`src/rtl/chs_pkg.sv`:
```
// ----------------------------------------------------------------------------
// chs_pkg
// Shared constants, codes and controller/datapath interface types of the
// coverage histogram with trusted/excess split.
// ----------------------------------------------------------------------------
package chs_pkg;

  localparam int BINS       = 1024;
  localparam int COUNT_BITS = 32;
  localparam int FRAC_BITS  = 8;

  localparam int BIN_W   = $clog2(BINS);
  localparam int IDX_W   = BIN_W + 1;
  localparam int SUM_W   = COUNT_BITS + BIN_W;
  localparam int WSUM_W  = COUNT_BITS + 2 * BIN_W;
  localparam int Q_W     = BIN_W + FRAC_BITS;
  localparam int CFG_W   = 8;
  localparam int PROD_W  = COUNT_BITS + CFG_W;
  localparam int FREQ_W  = 24;
  localparam int BFULL_W = FREQ_W - FRAC_BITS + 1;
  localparam int HALF    = 1 << (FRAC_BITS - 1);

  localparam int OP_W      = 2;
  localparam int RBIN_W    = 10;
  localparam int OCNT_W    = 32;
  localparam int MEAN_W    = 18;
  localparam int OBIN_W    = 10;
  localparam int PADDR_W   = 3;
  localparam int PDATA_W   = 32;

  typedef enum logic [1:0] {
    OP_ADD     = 2'd0,
    OP_ANALYZE = 2'd1,
    OP_READ    = 2'd2,
    OP_NONE    = 2'd3
  } op_t;

  typedef enum logic [1:0] {
    ST_OK        = 2'd0,
    ST_NO_VALLEY = 2'd1,
    ST_NO_PEAK   = 2'd2,
    ST_CLAMPED   = 2'd3
  } status_t;

  typedef enum logic [1:0] {
    ASEL_CTRL,
    ASEL_BIN,
    ASEL_IDX
  } asel_t;

  typedef enum logic [1:0] {
    TW_ZERO,
    TW_COPY,
    TW_TRQ,
    TW_MIN
  } tw_t;

  typedef struct packed {
    logic             in_ld;
    asel_t            asel;
    logic [BIN_W-1:0] raddr;
    logic [BIN_W-1:0] waddr;
    logic             real_we;
    logic             real_inc;
    logic             tr_we;
    tw_t              tr_wsel;
    logic             ld_prev;
    logic             ld_thr;
    logic             ld_pk;
    logic             acc_clr;
    logic             acc_en;
    logic [BIN_W-1:0] weight;
    logic             div_start;
    logic             ld_run;
    logic             run_min;
    logic             from_oob;
    logic             commit;
    logic             commit_valley;
    logic [BIN_W-1:0] valley;
    logic [BIN_W-1:0] peak;
    logic             out_ld;
    logic             out_read;
    status_t          status;
  } cmd_t;

  typedef struct packed {
    logic             gt_prev;
    logic             lt_prev;
    logic             prev_gt_thr;
    logic             q_gt_pk;
    logic             div_done;
    logic             clamped;
    logic [BIN_W-1:0] mean_int;
    logic             mean_half;
  } stat_t;

endpackage

```
`src/rtl/chs_ctrl.sv`:
```
// ----------------------------------------------------------------------------
// chs_ctrl
// Controller: clearing pass, request decode, valley/peak/border scans, window
// sum, copy and mirror sequencing, and the output handshake.
// ----------------------------------------------------------------------------
module chs_ctrl
  import chs_pkg::*;
(
  input  logic            clk,
  input  logic            rst_n,
  input  logic            in_valid,
  output logic            in_ready,
  input  logic [OP_W-1:0] in_opcode,
  output logic            out_valid,
  input  logic            out_ready,
  output cmd_t            cmd,
  input  stat_t           st
);

  typedef enum logic [4:0] {
    S_CLEAR, S_IDLE, S_ADD_RD, S_ADD_WR, S_RD_WAIT,
    S_V_FIRST, S_V_LOAD, S_V_ISS, S_V_CHK, S_P_ISS, S_P_CHK,
    S_L_ISS, S_L_CHK, S_R_ISS, S_R_CHK, S_W_ISS, S_W_CHK,
    S_DIV, S_DIV_WAIT, S_C_ISS, S_C_WR,
    S_M0_ISS, S_M0_CHK, S_M_ISS, S_M_CHK, S_PUB
  } state_t;

  state_t           state_r;
  op_t              op_r;
  status_t          status_r;
  logic [IDX_W-1:0] cnt_r;
  logic [IDX_W-1:0] lb_r;
  logic [IDX_W-1:0] rb_r;
  logic [BIN_W-1:0] valley_r;
  logic [BIN_W-1:0] peak_r;
  logic             out_valid_r;

  logic             half_ok;
  logic [IDX_W-1:0] mean_a;
  logic [IDX_W-1:0] from;
  logic             found_peak;
  logic             pub_go;

  assign mean_a     = IDX_W'(st.mean_int);
  // round the mirror point up only if a bin to the right exists
  assign half_ok    = st.mean_half && (st.mean_int != BIN_W'(BINS - 1));
  assign from       = mean_a + cnt_r + IDX_W'(st.mean_half);
  assign found_peak = st.lt_prev && st.prev_gt_thr;
  assign pub_go     = !out_valid_r || out_ready;

  always_comb begin
    cmd        = '0;
    cmd.valley = valley_r;
    cmd.peak   = peak_r;
    cmd.status = status_r;
    in_ready   = 1'b0;
    case (op_r)
      OP_ADD:  cmd.asel = ASEL_BIN;
      OP_READ: cmd.asel = ASEL_IDX;
      default: cmd.asel = ASEL_CTRL;
    endcase
    unique case (state_r)
      S_CLEAR: begin
        cmd.waddr   = cnt_r[BIN_W-1:0];
        cmd.real_we = 1'b1;
        cmd.tr_we   = 1'b1;
        cmd.tr_wsel = TW_ZERO;
      end
      S_IDLE: begin
        in_ready  = 1'b1;
        cmd.in_ld = in_valid;
      end
      S_ADD_WR: begin
        cmd.real_we  = 1'b1;
        cmd.real_inc = 1'b1;
      end
      S_V_FIRST: cmd.raddr = BIN_W'(1);
      S_V_LOAD:  cmd.ld_prev = 1'b1;
      S_V_ISS:   cmd.raddr = BIN_W'(cnt_r + IDX_W'(1));
      S_V_CHK: begin
        cmd.ld_thr  = st.gt_prev;
        cmd.ld_prev = !st.gt_prev;
      end
      S_P_ISS: cmd.raddr = BIN_W'(cnt_r + IDX_W'(1));
      S_P_CHK: begin
        cmd.ld_pk         = found_peak;
        cmd.ld_prev       = !found_peak;
        cmd.commit_valley = !found_peak && (cnt_r >= IDX_W'(BINS - 2));
      end
      S_L_ISS: begin
        cmd.raddr   = cnt_r[BIN_W-1:0];
        cmd.acc_clr = 1'b1;
      end
      S_R_ISS: cmd.raddr = cnt_r[BIN_W-1:0];
      S_W_ISS: cmd.raddr = cnt_r[BIN_W-1:0];
      S_W_CHK: begin
        cmd.acc_en = 1'b1;
        cmd.weight = cnt_r[BIN_W-1:0];
      end
      S_DIV:   cmd.div_start = 1'b1;
      S_C_ISS: cmd.raddr = cnt_r[BIN_W-1:0];
      S_C_WR: begin
        cmd.waddr   = cnt_r[BIN_W-1:0];
        cmd.tr_we   = 1'b1;
        cmd.tr_wsel = TW_COPY;
      end
      S_M0_ISS: cmd.raddr = BIN_W'(mean_a + IDX_W'(half_ok));
      S_M0_CHK: begin
        cmd.ld_run  = 1'b1;
        cmd.waddr   = st.mean_int;
        cmd.tr_we   = half_ok;
        cmd.tr_wsel = TW_TRQ;
        cmd.commit  = (mean_a == '0);
      end
      S_M_ISS: cmd.raddr = from[BIN_W-1:0];
      S_M_CHK: begin
        cmd.run_min  = 1'b1;
        cmd.from_oob = from >= IDX_W'(BINS);
        cmd.waddr    = BIN_W'(mean_a - cnt_r);
        cmd.tr_we    = 1'b1;
        cmd.tr_wsel  = TW_MIN;
        cmd.commit   = (cnt_r == mean_a);
      end
      S_PUB: begin
        cmd.out_ld   = pub_go;
        cmd.out_read = (op_r == OP_READ);
      end
      default: ;
    endcase
  end

  always_ff @(posedge clk) begin
    if (!rst_n) begin
      state_r     <= S_CLEAR;
      op_r        <= OP_NONE;
      status_r    <= ST_OK;
      cnt_r       <= '0;
      lb_r        <= '0;
      rb_r        <= '0;
      valley_r    <= '0;
      peak_r      <= '0;
      out_valid_r <= 1'b0;
    end else begin
      if (out_ready) begin
        out_valid_r <= 1'b0;
      end
      unique case (state_r)
        S_CLEAR: begin
          cnt_r <= cnt_r + IDX_W'(1);
          if (cnt_r == IDX_W'(BINS - 1)) begin
            state_r <= S_IDLE;
          end
        end
        S_IDLE: begin
          if (in_valid) begin
            op_r     <= op_t'(in_opcode);
            status_r <= ST_OK;
            unique case (op_t'(in_opcode))
              OP_ADD:     state_r <= S_ADD_RD;
              OP_ANALYZE: state_r <= S_V_FIRST;
              OP_READ:    state_r <= S_RD_WAIT;
              default:    state_r <= S_PUB;
            endcase
          end
        end
        S_ADD_RD: state_r <= S_ADD_WR;
        S_ADD_WR: begin
          status_r <= st.clamped ? ST_CLAMPED : ST_OK;
          state_r  <= S_PUB;
        end
        S_RD_WAIT: state_r <= S_PUB;
        S_V_FIRST: begin
          cnt_r   <= IDX_W'(1);
          state_r <= S_V_LOAD;
        end
        S_V_LOAD: state_r <= S_V_ISS;
        S_V_ISS:  state_r <= S_V_CHK;
        S_V_CHK: begin
          if (st.gt_prev) begin
            valley_r <= cnt_r[BIN_W-1:0];
            state_r  <= S_P_ISS;
          end else if (cnt_r < IDX_W'(BINS - 2)) begin
            cnt_r   <= cnt_r + IDX_W'(1);
            state_r <= S_V_ISS;
          end else begin
            status_r <= ST_NO_VALLEY;
            state_r  <= S_PUB;
          end
        end
        S_P_ISS: state_r <= S_P_CHK;
        S_P_CHK: begin
          if (found_peak) begin
            peak_r  <= cnt_r[BIN_W-1:0];
            state_r <= S_L_ISS;
          end else if (cnt_r < IDX_W'(BINS - 2)) begin
            cnt_r   <= cnt_r + IDX_W'(1);
            state_r <= S_P_ISS;
          end else begin
            status_r <= ST_NO_PEAK;
            state_r  <= S_PUB;
          end
        end
        S_L_ISS: state_r <= S_L_CHK;
        S_L_CHK: begin
          if (cnt_r != '0 && st.q_gt_pk) begin
            cnt_r   <= cnt_r - IDX_W'(1);
            state_r <= S_L_ISS;
          end else begin
            lb_r    <= cnt_r;
            cnt_r   <= IDX_W'(peak_r);
            state_r <= S_R_ISS;
          end
        end
        S_R_ISS: state_r <= S_R_CHK;
        S_R_CHK: begin
          if (cnt_r < IDX_W'(BINS - 1) && st.q_gt_pk) begin
            cnt_r   <= cnt_r + IDX_W'(1);
            state_r <= S_R_ISS;
          end else begin
            rb_r    <= cnt_r;
            cnt_r   <= lb_r;
            state_r <= S_W_ISS;
          end
        end
        S_W_ISS: state_r <= S_W_CHK;
        S_W_CHK: begin
          if (cnt_r == rb_r) begin
            state_r <= S_DIV;
          end else begin
            cnt_r   <= cnt_r + IDX_W'(1);
            state_r <= S_W_ISS;
          end
        end
        S_DIV: state_r <= S_DIV_WAIT;
        S_DIV_WAIT: begin
          if (st.div_done) begin
            cnt_r   <= '0;
            state_r <= S_C_ISS;
          end
        end
        S_C_ISS: state_r <= S_C_WR;
        S_C_WR: begin
          if (cnt_r == IDX_W'(BINS - 1)) begin
            state_r <= S_M0_ISS;
          end else begin
            cnt_r   <= cnt_r + IDX_W'(1);
            state_r <= S_C_ISS;
          end
        end
        S_M0_ISS: state_r <= S_M0_CHK;
        S_M0_CHK: begin
          if (mean_a == '0) begin
            status_r <= ST_OK;
            state_r  <= S_PUB;
          end else begin
            cnt_r   <= IDX_W'(1);
            state_r <= S_M_ISS;
          end
        end
        S_M_ISS: state_r <= S_M_CHK;
        S_M_CHK: begin
          if (cnt_r == mean_a) begin
            status_r <= ST_OK;
            state_r  <= S_PUB;
          end else begin
            cnt_r   <= cnt_r + IDX_W'(1);
            state_r <= S_M_ISS;
          end
        end
        S_PUB: begin
          if (pub_go) begin
            out_valid_r <= 1'b1;
            state_r     <= S_IDLE;
          end
        end
        default: state_r <= S_IDLE;
      endcase
    end
  end

  assign out_valid = out_valid_r;

endmodule

```
`config.mk`:
```
export PLATFORM = sky130hd
export DESIGN_NAME = chs_ctrl
export DESIGN_NICKNAME = d
export VERILOG_FILES = /design/src/rtl/chs_pkg.sv /design/src/rtl/chs_ctrl.sv
export SDC_FILE = /design/constraint.sdc
export NUM_CORES = 1
export LEC_CHECK = 0
export ABC_CLOCK_PERIOD_IN_PS = 3520
export BUFFER_PORTS_ARGS = -buffer_cell sky130_fd_sc_hd__buf_2
export CORE_ASPECT_RATIO = 0.9
export CORE_UTILIZATION = 45
export DETAILED_ROUTE_END_ITERATION = 7
export GPL_TIMING_DRIVEN = 0
export PLACE_DENSITY = 0.66
export SLEW_MARGIN = 20
export SYNTH_ARGS = -nofsm -noshare
export SYNTH_HDL_FRONTEND = slang
export SYNTH_SLANG_ARGS = --single-unit
```
`constraint.sdc`:
```
create_clock -name clk -period 3.52 [get_ports clk]
set_clock_uncertainty 0.05 [all_clocks]
set_input_delay 0.176 -clock clk [delete_from_list [all_inputs] [get_ports clk]]
set_output_delay 0.176 -clock clk [all_outputs]
set_load 0.005 [all_outputs]
```
==> results of run 1 <==
-- critical path, delay by kind of cell (launching register included) --
| kind | cells | cell delay, ns |
|---|---|---|
| compound gates | 4 | 1.02 |
| fa+ha+maj | 1 | 0.31 |
| buf+inv | 5 | 1.01 |
| flops | 1 | 0.32 |
| simple gates | 2 | 0.19 |
-- cell type report --
| cell class | count | share of cell area |
|---|---|---|
| Buffer | 57 | 0.0440 |
| Sequential cell | 63 | 0.191 |
| Clock buffer | 10 | 0.0345 |
| Tap cell | 160 | 0.0302 |
| Multi-Input combinational cell | 630 | 0.589 |
| Clock inverter | 6 | 0.0128 |
| Timing Repair Buffer | 103 | 0.0800 |
| Inverter | 31 | 0.0192 |
-- sequential cells by signal (all words and copies together) (netlist names), 2 cells and up --
signal and cells:
peak_r 10, cnt_r 11, lb_r 11, state_r 5, rb_r 11, valley_r 10
op_r 2, status_r 2
-- timing repair --
item                       4_1_cts  5_1_grt
resized for setup                5        9
setup buffers                    1        5
pin swaps                        0        3
hold buffers                     0        0
setup endpoints to repair        2        9
-- placed cells by master, fill, tap and decap left out, types with 4 or more instances in the layout --
cell,count
clkinvlp_4,5
and3_1,7
nor2b_1,18
a21oi_1,81
dfxtp_1,61
clkbuf_1,27
nand3_1,23
o311ai_0,6
a221o_1,4
mux2i_1,4
and2_1,7
o21bai_1,4
a21o_1,6
o221ai_1,4
xor2_1,10
nor2_1,72
a22oi_1,18
buf_2,114
o31ai_1,4
nand2_1,123
clkbuf_16,9
nor3_1,29
o21ai_0,32
o22ai_1,4
buf_4,14
o211ai_1,5
o21a_1,5
ha_1,26
a211oi_1,7
nor4_1,5
a221oi_1,7
a31oi_1,10
nand2b_1,9
xnor2_1,30
inv_1,26
nand4_1,6
-- cell families after synthesis --
group | after synthesis
AND/OR/NAND/NOR | 326
AO/OA/AOI/OAI | 231
buffers and inverters | 89
flip-flops | 63
XOR/XNOR | 40
adder cells (fa/ha/maj) | 29
multiplexers | 4
-- layer usage --
layer,up-vias,GRT usage,wire length [um]
li1,3017,-,-
met1,3096,0.478,9610
met2,433,0.524,9510
met3,60,0.0856,2520
met4,0,0.157,812
met5,-,0,0
-- worst paths after layout --
kind	end	startpoint
max	cmd[26]	cnt_r[4]
min	status_r[1]	st[11]
max reg2reg	status_r[0]	cnt_r[8]
min reg2reg	lb_r[5]	lb_r[5]
-- where the power goes --
group	leakage [nW]	switching [mW]	internal [mW]
combinational	2.12	1.08	0.618
clock	0.148	0.342	0.617
sequential	0.509	0.0806	0.768
==> results.md, run 1 <==
- Critical Path Most Common Cell: buf_2
- Adder-Cell Fraction of Synth Area: 0.0696
- Worst-path maximum fanout: 9
- Drt first-iter violations: 794
- Outcome: finished, final reports clean
- I/O Pins: 98
- Synthesized Nets: 834
- Detailed Route WL: 22.5 mm
- Gate Count Post-Synth: 782
- Core region area: 12000 um2
- Ys async rst share: 0
- Mean Syn Cell Area: 7.08 um2
- Setup ws final: 0.114 ns
- Post-synthesis compound-gate area fraction: 0.277
- FF-to-FF path depth: 11
- WHS: 0.120 ns
- Placed insts: 1039
- Total grt overflow: 0
- Setup TNS: 0 ns
- Vias per cell: 6.23
- Xor-xnor portion of the synthesized cell area: 0.0633
- Hold path depth: 3
- Number of setup violations in the final report: 0
- PD cells: 528 nW/um2
- Crit path capture type: output port
- Vias in the first global route: 5960
- Leak pwr: 2.78 nW
- Nets@finish: 947
- Die area: 12700 um2
- Slew Limit Fails: 0
- Port Buffers: 97
- Worst-path clk slew: 0.06 ns
- Clk_lat worst skew: 0.35 ns
- Commonest cells in the netlist: nand2_1, a21oi_1, nor2_1
- Worst-margin pin slew: 1.10 ns
- ANT nets after route: 0
- Pre-antenna DRT Iters: 6
- FP Rows: 38
- Max Fclk: 0.294 GHz
- Fillcell total: 1198
- Post-synth top flop: dfxtp_1
- Netlist cell types: 80
- CP required: 3.29 ns
- Worst Hold Class: input port to register
- Fin. Hold Viols: 0
- Critical path arrival: 3.18 ns
- Register bit count reported by yosys: 63
- CP max stage cell: a2111oi_4
- Placement Cell Area: 6220 um2
- Cell taking the most area after synthesis: dfxtp_1
- Wire length per cell: 21.2 um
- Final min period: 3.41 ns
- Total power: 3.50 mW
- Register area share after synthesis: 0.228
- CTS tree: done
- Max Cap Viol: 0
- Starting Density: 0.460
- RSZ-0062 raised after global routing: false
- Multi-input logic area: 3910 um2
- R2r setup slk: 0.20 ns
- Final Wtd Congestion: 0.966
- Via count: 6606
- Clock tree sinks: 63
- Final worst path period share: 0.968
- Register area: 1260 um2
- Area grow syn2layout: 19.8%
- Simple logic cell fraction of the synthesized area: 0.282
- Post-Layout Cell Count: 1060
- Die Y: 107 um
- Initial antenna violation count: 1
- Die X: 119 um
- Most instantiated library cell after synthesis: nand2_1
- Total track usage: 0.352
- DPL Wire Length: 17.4 mm
- Number of synthesized flops with an enable pin: 0
- Rel. slew slack: 0.262
- Fraction of synthesized area in multiplexers: 0.00723
- # diodes: 0
- Place WS: 0.0220 ns
- CTS Buf Count: 9
- Largest net degree at the start of global routing: 12
- Drt drc: 0
- Yosys warnings: 0
- Largest cells by area after synthesis: dfxtp_1, nand2_1, a21oi_1
- Root buffer cell: clkbuf_16
- CTS H-tree depth: 3
- First-pass GRT wire length: 34.0 mm
- CP Launch Type: register
- Layout cells sized above 1: 0.194
- Setup Crit Path Kind: register to output port
- Yosys top cell area share: 0.228
- CTS Buffer Depth: 2
- Fin area: 6630 um2
- Peak VDD IR: 0.000387 V
- Mapped cell area: 5540 um2
- Crit-path cells: buf_2 > inv_1 > ha_1 > buf_2 > a21o_1 > a31oi_1 > nor4_2 > buf_4 > a2111oi_4 > nor2_1 > a211oi_1 > buf_2
- Crit path largest cell delay: 0.36 ns
- Largest family of logic cells by synthesized area: simple AND/OR/NAND/NOR gates
- Post-layout util: 0.551
(Power assumes the default switching activity.)
==> run 2: changes to the inputs <==
CELL_PAD_IN_SITES_DETAIL_PLACEMENT = 0   (was unset)
CELL_PAD_IN_SITES_GLOBAL_PLACEMENT = 1   (was unset)
CORE_UTILIZATION = 44   (was 45)
GPL_TIMING_DRIVEN = 1   (was 0)
PLACE_DENSITY = 0.87   (was 0.66)
==> run 2 against run 1 <==
Effect of this change: final cell count down 2.8%; die area up 2.2%; largest power group unchanged; sequential power down 2%; worst hold slack worse by 0.0075 ns; sequential share of layout area up 0.39 points; cell area down 2.2%; critical endpoint is now cmd[69].
==> results.md, run 2 (synthesis results as in run 1) <==
- Setup TNS: 0 ns
- Commonest non-fill, non-tap cells in the layout: nand2_1, buf_2, a21oi_1, nor2_1, dfxtp_1
- Max Cap Viol: 0
- Max Fclk: 0.313 GHz
- Clk_lat worst skew: 0.32 ns
- Number of setup violations in the final report: 0
- Vias per cell: 6.26
- Die Y: 108 um
- Clock tree sinks: 63
- ANT nets after route: 0
- DPL Wire Length: 15.9 mm
- Pre-antenna DRT Iters: 6
- Fin. Hold Viols: 0
- Place WS: 0.648 ns
- Area grow syn2layout: 17.2%
- CTS Buf Count: 9
- Hold path depth: 4
- Total power: 3.37 mW
- Resized Gates After CTS: 0
- Outcome: finished, final reports clean
- RSZ-0062 raised after global routing: false
- Rel. slew slack: 0.394
- First-pass GRT wire length: 32.8 mm
- Detailed Route WL: 21.2 mm
- Final min period: 3.19 ns
- Total track usage: 0.327
- Worst-margin pin slew: 0.908 ns
- Final Wtd Congestion: 0.992
- Setup Crit Path Kind: register to output port
- Port Buffers: 97
- I/O Pins: 98
- Nets@finish: 917
- Setup ws final: 0.328 ns
- Vias in the first global route: 5908
- Total grt overflow: 0
- Via count: 6452
- Peak VDD IR: 0.000342 V
- Drt drc: 0
- Leak pwr: 2.73 nW
- Die X: 120 um
- Critical path arrival: 2.97 ns
- Wire length per cell: 20.6 um
- Post-cts hold buffer count: 0
- Core region area: 12200 um2
- Worst Hold Class: input port to register
- CP required: 3.29 ns
- Slew Limit Fails: 0
- Register area: 1260 um2
- Worst-path clk slew: 0.05 ns
- PD cells: 519 nW/um2
- CTS H-tree depth: 3
- CP Launch Type: register
- Fin area: 6490 um2
- # diodes: 0
- Starting Density: 0.455
- CTS Buffer Depth: 2
- Final worst path period share: 0.907
- Crit path capture type: output port
- Fillcell total: 1262
- Worst-path maximum fanout: 5
- Biggest regs: cnt_r (11), lb_r (11), rb_r (11)
- Placement Cell Area: 6190 um2
- Layout cells sized above 1: 0.191
- Commonest non-fill, non-tap cell in the layout: nand2_1
- Root buffer cell: clkbuf_16
- Largest net degree at the start of global routing: 54
- Die area: 13000 um2
- # Post-CTS Setup Buffers: 0
- FP Rows: 38
- Drt first-iter violations: 1041
- Multi-input logic area: 3880 um2
- Initial antenna violation count: 0
- CTS tree: done
- FF-to-FF path depth: 8
- Post-layout util: 0.533
run 2: cell types whose count changed in the layout (fill, tap and decap cells not counted), sizes merged:
cell and delta:
buf -3, clkbuf -23, clkinvlp -4, inv +3, bufinv -2, clkinv -1
run 2: critical path: stages (launching register included):
cell      delay (ns)
dfxtp_1         0.52
inv_1           0.11
ha_1            0.34
nor2b_1         0.07
o21ai_0         0.35
a41oi_1         0.19
a21oi_1         0.31
o21bai_1        0.13
mux2i_1         0.35
o21ai_0         0.13
buf_2           0.14
run 2: layout make-up:
type / count / share of cell area
Inverter: 31 / 0.0179
Multi-Input combinational cell: 630 / 0.598
Timing Repair Buffer: 130 / 0.113
Tap cell: 160 / 0.0309
Clock inverter: 2 / 0.00193
Clock buffer: 14 / 0.0438
Sequential cell: 63 / 0.194
run 2: final timing paths:
check             slack (ns)  startpoint   endpoint
setup / recovery        0.33    cnt_r[1]    cmd[69]
hold / removal          0.11   out_ready  out_valid
setup reg to reg        0.53  state_r[1]   cnt_r[7]
hold reg to reg         0.41     lb_r[3]    lb_r[3]
run 2: routing by layer:
metal	vias to the layer above	share of wire	GRT usage	routed length (um)
met5	-	0	0	0
met3	49	0.099	0.0517	2090
li1	2959	-	-	-
met4	0	0.023	0.0996	493
met2	379	0.44	0.508	9230
met1	3065	0.44	0.464	9370
run 2: report_power, final:
part,internal (mW),total [mW],switching (mW)
logic,0.612,1.68,1.07
registers,0.766,0.833,0.0667
clock network,0.552,0.850,0.298
run 2: metrics by stage:
step                cells  hold slack, ns
finish               1030           0.112
global placement     1014           0.392
CTS                  1030           0.110
floorplan             782           0.264
detailed placement   1014           0.399
global route         1030           0.120
==> run 3: changes to the inputs <==
CORE_ASPECT_RATIO = unset   (was 0.9)
==> run 3 against run 2 <==
Effect of this change: cell area is 0.44% higher; first-iteration DRC count is 33% lower; global-route usage is 0.81 points higher; critical path depth is 1 lower; clock-buffer cell count is 5 lower; worst hold slack worse by 0.0068 ns; highest routed layer unchanged.
==> results.md, run 3 (synthesis results as in run 1) <==
- Setup TNS: 0 ns
- Area grow syn2layout: 17.7%
- Final min period: 3.31 ns
- Clk_lat worst skew: 0.34 ns
- Hold path depth: 3
- Total grt overflow: 0
- PD cells: 521 nW/um2
- Total track usage: 0.335
- Largest net degree at the start of global routing: 54
- Max Cap Viol: 0
- Drt drc: 0
- CP Launch Type: register
- Reg2Reg Capture Point: cnt_r[0]
- Total power: 3.39 mW
- Met3 usage: 0.0551
- ANT nets after route: 0
- Slew Limit Fails: 0
- DPL Wire Length: 16.4 mm
- Initial antenna violation count: 0
- Starting Density: 0.455
- CTS H-tree depth: 3
- Post-Layout Cell Count: 1041
- Port Buffers: 97
- Setup Crit Path Kind: register to output port
- CP Launch Point: cnt_r[0]
- Outcome: finished, final reports clean
- First-pass GRT wire length: 33.1 mm
- Placed insts: 1025
- Pre-antenna DRT Iters: 5
- Number of setup violations in the final report: 0
- Crit path capture type: output port
- CP required: 3.29 ns
- Hold_sp: st[11]
- Drt first-iter violations: 696
- Worst-path maximum fanout: 2
- Die Y: 114 um
- Die area: 13000 um2
- RSZ-0062 raised after global routing: false
- Wire length per cell: 21.1 um
- Met2 Use GR: 0.532
- # Post-CTS Setup Buffers: 0
- Final Wtd Congestion: 0.983
- Nets@finish: 920
- Rel. slew slack: 0.267
- Fin. Hold Viols: 0
- FF-to-FF path depth: 8
- Worst-margin pin slew: 1.09 ns
- Max Fclk: 0.303 GHz
- Commonest non-fill, non-tap cell in the layout: nand2_1
- Post-cts hold buffer count: 0
- Layout cells sized above 1: 0.194
- Fillcell total: 1259
- Hold-critical path endpoint: status_r[1]
- Via count: 6417
- CTS tree: done
- Clock tree sinks: 63
- Core region area: 12200 um2
- Vias per cell: 6.16
- Worst Hold Class: input port to register
- Peak VDD IR: 0.000368 V
- R2r setup slk: 0.23 ns
- CTS Buf Count: 9
- # diodes: 0
- Vias in the first global route: 5678
- CTS Buffer Depth: 2
- Detailed Route WL: 21.9 mm
- Leak pwr: 2.74 nW
- Resized Gates After CTS: 0
- Critical path arrival: 3.08 ns
- Die X: 114 um
- R2r startpoint: state_r[2]
- Commonest non-fill, non-tap cells in the layout: nand2_1, buf_2, a21oi_1, nor2_1, dfxtp_1
- I/O Pins: 98
- Root buffer cell: clkbuf_16
- Final worst path period share: 0.939
- Biggest regs: cnt_r (11), lb_r (11), rb_r (11)
- Layer with the highest usage: met2
- Worst-path clk slew: 0.06 ns
- FP Rows: 40
- GR Util met1: 0.457
==> run 3: per-layer routing <==
layer,part of all wire,vias to the layer above,wire length [um]
li1,-,2952,-
met1,0.44,3095,9600
met2,0.45,335,9920
met3,0.077,35,1700
met4,0.032,0,707
met5,0,-,0
==> run 3: area by class of cell <==
cell class	instances	area, um2	area share
clock buffer	9	225	0.0346
clock inverter	7	73.8	0.0113
tap	168	210	0.0323
sequential	63	1260	0.194
multi-input combinational	630	3870	0.594
inverter	31	116	0.0179
timing repair buffer	133	756	0.116
==> run 3: worst max-delay path: stages, from the launching register on <==
cell and delay, ns:
dfxtp_1 0.32, fa_1 0.42, fa_1 0.43, nor2b_1 0.15, o21ai_0 0.27, a31oi_1 0.16, nor4_1 0.36, a2111oi_0 0.18
a211oi_1 0.28, buf_2 0.17
==> run 3: worst max-delay path by stage <==
stage / end / slack, ns / depth (start not counted)
after global routing: cmd[26] / 0.06 / 9
final: cmd[26] / 0.21 / 9
after CTS: cmd[26] / 0.24 / 9
after global placement: cnt_r[0] / 0.41 / 8
after floorplan: cmd[26] / 0.93 / 10
after detailed placement: cnt_r[0] / 0.44 / 8
==> run 3: stage by stage <==
stage / setup WS, ns / area, um2 / utilization / hold WS (ns)
6_report: 0.215 / 6520 / 0.536 / 0.106
3_3_place_gp: 0.410 / 6220 / 0.511 / 0.394
4_1_cts: 0.235 / 6520 / 0.536 / 0.103
2_1_floorplan: 0.930 / 5540 / - / 0.264
5_1_grt: 0.0576 / 6520 / 0.536 / 0.128
3_5_place_dp: 0.441 / 6220 / 0.511 / 0.399
==> run 3: power breakdown <==
| group | internal [mW] | switching [mW] |
|---|---|---|
| logic | 0.618 | 1.05 |
| registers | 0.765 | 0.0595 |
| clock network | 0.549 | 0.351 |
